$ cat config.mk
export PLATFORM = sky130hd
export DESIGN_NAME = aolq_cmp
export DESIGN_NICKNAME = d
export VERILOG_FILES = /design/src/aolq_pkg.sv /design/src/aolq_cmp.sv
export SDC_FILE = /design/constraint.sdc
export NUM_CORES = 1
export LEC_CHECK = 0
export BUFFER_PORTS_ARGS = -buffer_cell sky130_fd_sc_hd__buf_2
export CAP_MARGIN = 10
export CORE_AREA = 2 2 86 88
export DETAILED_ROUTE_END_ITERATION = 12
export DIE_AREA = 0 0 88 90
export MAX_ROUTING_LAYER = met4
export PLACE_DENSITY_LB_ADDON = 0.08
export SYNTH_ARGS = -nofsm -noshare
export SYNTH_HDL_FRONTEND = slang
export SYNTH_SLANG_ARGS = --single-unit
$ cat constraint.sdc
create_clock -name vclk -period 2.5
set_input_delay 0.5 -clock vclk [all_inputs]
set_output_delay 0.5 -clock vclk [all_outputs]
set_load 0.05 [all_outputs]
$ cat src/aolq_pkg.sv
// Shared types and constants of the open-list priority queue.
package aolq_pkg;

    localparam int ROW_W  = 12;
    localparam int COL_W  = 12;
    localparam int TIME_W = 16;
    localparam int COST_W = 18;
    localparam int PAY_W  = 16;
    localparam int STAT_W = 3;
    localparam int CNTO_W = 9;

    // Result status codes
    localparam logic [STAT_W-1:0] STAT_INSERTED = 3'd0;
    localparam logic [STAT_W-1:0] STAT_REPLACED = 3'd1;
    localparam logic [STAT_W-1:0] STAT_KEPT     = 3'd2;
    localparam logic [STAT_W-1:0] STAT_EXTRACT  = 3'd3;
    localparam logic [STAT_W-1:0] STAT_EMPTY    = 3'd4;
    localparam logic [STAT_W-1:0] STAT_FULL     = 3'd5;

    // Operation kinds
    localparam logic KIND_UPDATE  = 1'b0;
    localparam logic KIND_EXTRACT = 1'b1;

    // Register file
    localparam int              APB_AW        = 3;
    localparam int              APB_DW        = 32;
    localparam logic [APB_AW-1:0] ADDR_TIE_GMIN = 3'd0;

    // One stored entry
    typedef struct packed {
        logic [ROW_W-1:0]  row;
        logic [COL_W-1:0]  col;
        logic [TIME_W-1:0] istart;
        logic [TIME_W-1:0] iend;
        logic [COST_W-1:0] f;
        logic [COST_W-1:0] g;
        logic [PAY_W-1:0]  pay;
    } entry_t;

endpackage

$ cat src/aolq_cmp.sv
// Shared compare unit: key match and queue order of a scanned entry.
module aolq_cmp (
    input  aolq_pkg::entry_t cand,
    input  aolq_pkg::entry_t other,
    input  logic             gmin,
    output logic             key_match,
    output logic             goes_first
);

    // Key is row, column and the whole interval
    assign key_match = (cand.row == other.row) && (cand.col == other.col) &&
                       (cand.istart == other.istart) && (cand.iend == other.iend);

    // Order on f, then g per tie-break mode, then row, col, interval start
    always_comb
    begin
        if (cand.f != other.f)
        begin
            goes_first = cand.f < other.f;
        end
        else if (cand.g != other.g)
        begin
            goes_first = gmin ? (cand.g < other.g) : (cand.g > other.g);
        end
        else if (cand.row != other.row)
        begin
            goes_first = cand.row < other.row;
        end
        else if (cand.col != other.col)
        begin
            goes_first = cand.col < other.col;
        end
        else
        begin
            goes_first = cand.istart < other.istart;
        end
    end

endmodule

==> results.sh <==
export IMPL_die_h_um=90
export IMPL_die_area_um2=7920
export IMPL_total_power_uw=635
export IMPL_flops_and_latches=0
export IMPL_gp_congestion=0.805
export IMPL_synth_area_per_cell_um2=7.47
export IMPL_switchingPower_uw=266
export IMPL_place_area_um2=3660
export IMPL_drive_gt1_share_pct=60.6
export IMPL_crit_buf_inv=4
export IMPL_comb_power_share_pct=100.0
export IMPL_io_buffers=187
export IMPL_worst_pin_slew_ns=0.344
export IMPL_wirelength_um=6670
export IMPL_synth_compound_area_share_pct=18.5
export IMPL_worstPathArrival_ns=2.26
export IMPL_dpl_worst_slack_ns=-0.552
export IMPL_synth_top_area_share_pct=43.7
export IMPL_vias=2756
export IMPL_grt_pass1_wl_um=10300
export IMPL_rows=31
export IMPL_cp_depth=11
export IMPL_first_global_vias=2672
export IMPL_finalWorstSetupSlack_ns=-0.256
export IMPL_vias_per_cell=4.54
export IMPL_setup_viol=1
export IMPL_ctsHoldBuffers=0
export IMPL_dp_cells=602
export IMPL_holdCritPathClass="in -> out"
export IMPL_peakVddDrop_uv=84.6
export IMPL_syn2layout_area_growth_pct=97.9
export IMPL_n_clock_buffer=0
export IMPL_p_seq_share_pct=0
export IMPL_core_area_um2=7020
export IMPL_ys_seq_area_share_pct=0
export IMPL_path_max_fanout=2
export IMPL_firstDrtPassIters=4
export IMPL_intPower_uw=369
export IMPL_synth_adder_area_share_pct=43.7
export IMPL_nets=802
export IMPL_ys_types=38
export IMPL_synth_simple_area_share_pct=16.7
export IMPL_holdPathStages=5
export IMPL_drtIter0Drc=16
export IMPL_grt_max_degree=5
export IMPL_fin_crit_ns=2.76
export IMPL_power_frac_clock_pct=0
export IMPL_report_final_slew_viol_count=0
export IMPL_yosysTopAreaCell="ha_1"
export IMPL_antenna_found_initial=1
export IMPL_place_detailed_hpwl_um=5770
export IMPL_crit_top_cell="buf_6"
export IMPL_die_w_um=88
export IMPL_synthTopCellsByArea="ha_1, inv_1, a21oi_1"
export IMPL_hold_violations=0
export IMPL_synthMuxAreaShare_pct=0.460
export IMPL_synth_fp_nets=584
export IMPL_worstSetupPathType="in -> out"
export IMPL_p_leak_nw=2.34
export IMPL_run_status="complete, but fails checks"
export IMPL_grt_overflow=0
export IMPL_synth_common_cells="inv_1, ha_1, a21oi_1, a21o_1, nand4_1"
export IMPL_synth_top_family_by_area="adder cells"
export IMPL_wl_per_cell_um=11.0
export IMPL_register_area_um2=0
export IMPL_multi_input_area_um2=2450
export IMPL_end_kind="output port"
export IMPL_period_share_pct=110
export IMPL_utilization_pct=61.3
export IMPL_worstPathRequired_ns=2.00
export IMPL_crit_chain="buf_6 -> inv_2 -> ha_4 -> and4_4 -> and4_4 -> buf_6 -> and3_4 -> and3b_1 -> mux2i_2 -> o221ai_4 -> buf_6"
export IMPL_slowest_delay_ns=0.25
export IMPL_synth_cells=291
export IMPL_cap_violations=0
export IMPL_slowest_stage="ha_4"
export IMPL_synth_area_um2=2170
export IMPL_critPathTopFamily="simple AND/OR/NAND/NOR gates"
export IMPL_rsz0062_at_grt="yes"
export IMPL_fmax_ghz=0.363
export IMPL_synth_xor_area_share_pct=6.44
export IMPL_yosys_cell_count_top_type="inv_1"
export IMPL_fill_cells=630
export IMPL_final_setup_tns_ns=-0.256
export IMPL_powerDensity_nw_per_um2=148
export IMPL_yosysWarnings=0
export IMPL_p_sw_share_pct=41.9
export IMPL_io_pins=219
export IMPL_violations="negative setup slack"
export IMPL_finalInstanceArea_um2=4300
export IMPL_initial_core_util_pct=31.0
export IMPL_stdcell_count=607
export IMPL_ant_nets=0
export IMPL_grt_usage_pct=15.6
export IMPL_remaining_drc_errors=0
export IMPL_whs_ns=1.46
export IMPL_maxSlewHeadroom_pct=76.9
export IMPL_critPathLaunchType="input port"
[worst min-delay path: cells and delay by family]
family                    cells  cell delay (ns)
and+or+nand+nor               2             0.17
buffers and inverters         2             0.22
xor gates and xnor gates      1             0.05
[timing repair]
action                     in CTS  in global routing
setup buffers                   3                  1
setup endpoints to repair       2                  2
gates resized for setup        83                 22
pin swaps                      37                 10
[cell usage in the layout (no fill, tap or decap), types with 2 or more instances in the layout]
master / instances
nor4_1: 3
inv_1: 52
o211ai_1: 3
xor2_1: 9
nand2b_1: 2
a221oi_2: 2
inv_4: 8
a21oi_2: 3
nor2b_1: 2
and4_1: 3
buf_4: 27
and4_4: 5
nand4_1: 11
nor4_4: 2
a21oi_1: 19
a21o_1: 12
nand3_1: 8
ha_1: 42
o21ai_1: 2
nor2_1: 3
ha_4: 34
buf_2: 151
inv_2: 21
o21ai_0: 3
nor3_2: 2
buf_6: 37
nand2_1: 8
a211oi_1: 3
xnor2_1: 7
a2111oi_4: 2
[final timing paths]
kind | start | endpoint
setup / recovery | other[27] | goes_first
hold / removal | cand[67] | key_match
[final cells by class]
| class | count | share of cell area, % |
|---|---|---|
| Multi-Input combinational cell | 209 | 56.9 |
| Antenna cell | 1 | 0.0581 |
| Timing Repair Buffer | 216 | 32.3 |
| Inverter | 82 | 7.91 |
| Tap cell | 99 | 2.88 |
[kinds of logic after synthesis]
logic type	after synthesis
compound gates	57
xor+xnor	16
fa+ha+maj	76
buf+inv	82
mux	1
simple gates	59
[layer usage]
| layer | wire length, um | up-vias | share of wire, % | GRT usage [%] |
|---|---|---|---|---|
| met4 | 57 | 0 | 0.85 | 1.15 |
| met5 | 0 | - | 0 | - |
| li1 | - | 1465 | - | - |
| met2 | 3620 | 99 | 54 | 31.8 |
| met3 | 522 | 4 | 7.8 | 1.74 |
| met1 | 2470 | 1188 | 37 | 15.8 |
[power by group through the flow]
stage / Combinational (mW) / Sequential (mW) / Clock, mW
final: 0.635 / 0 / 0.0000000534
after global routing: 0.716 / 0 / 0.0000000535
after CTS: 0.614 / 0 / 0
after detailed placement: 0.527 / 0 / 0
after global placement: 0.520 / 0 / 0
after floorplan: 0.271 / 0 / 0
No activity file was read; power rests on OpenSTA's default activity.
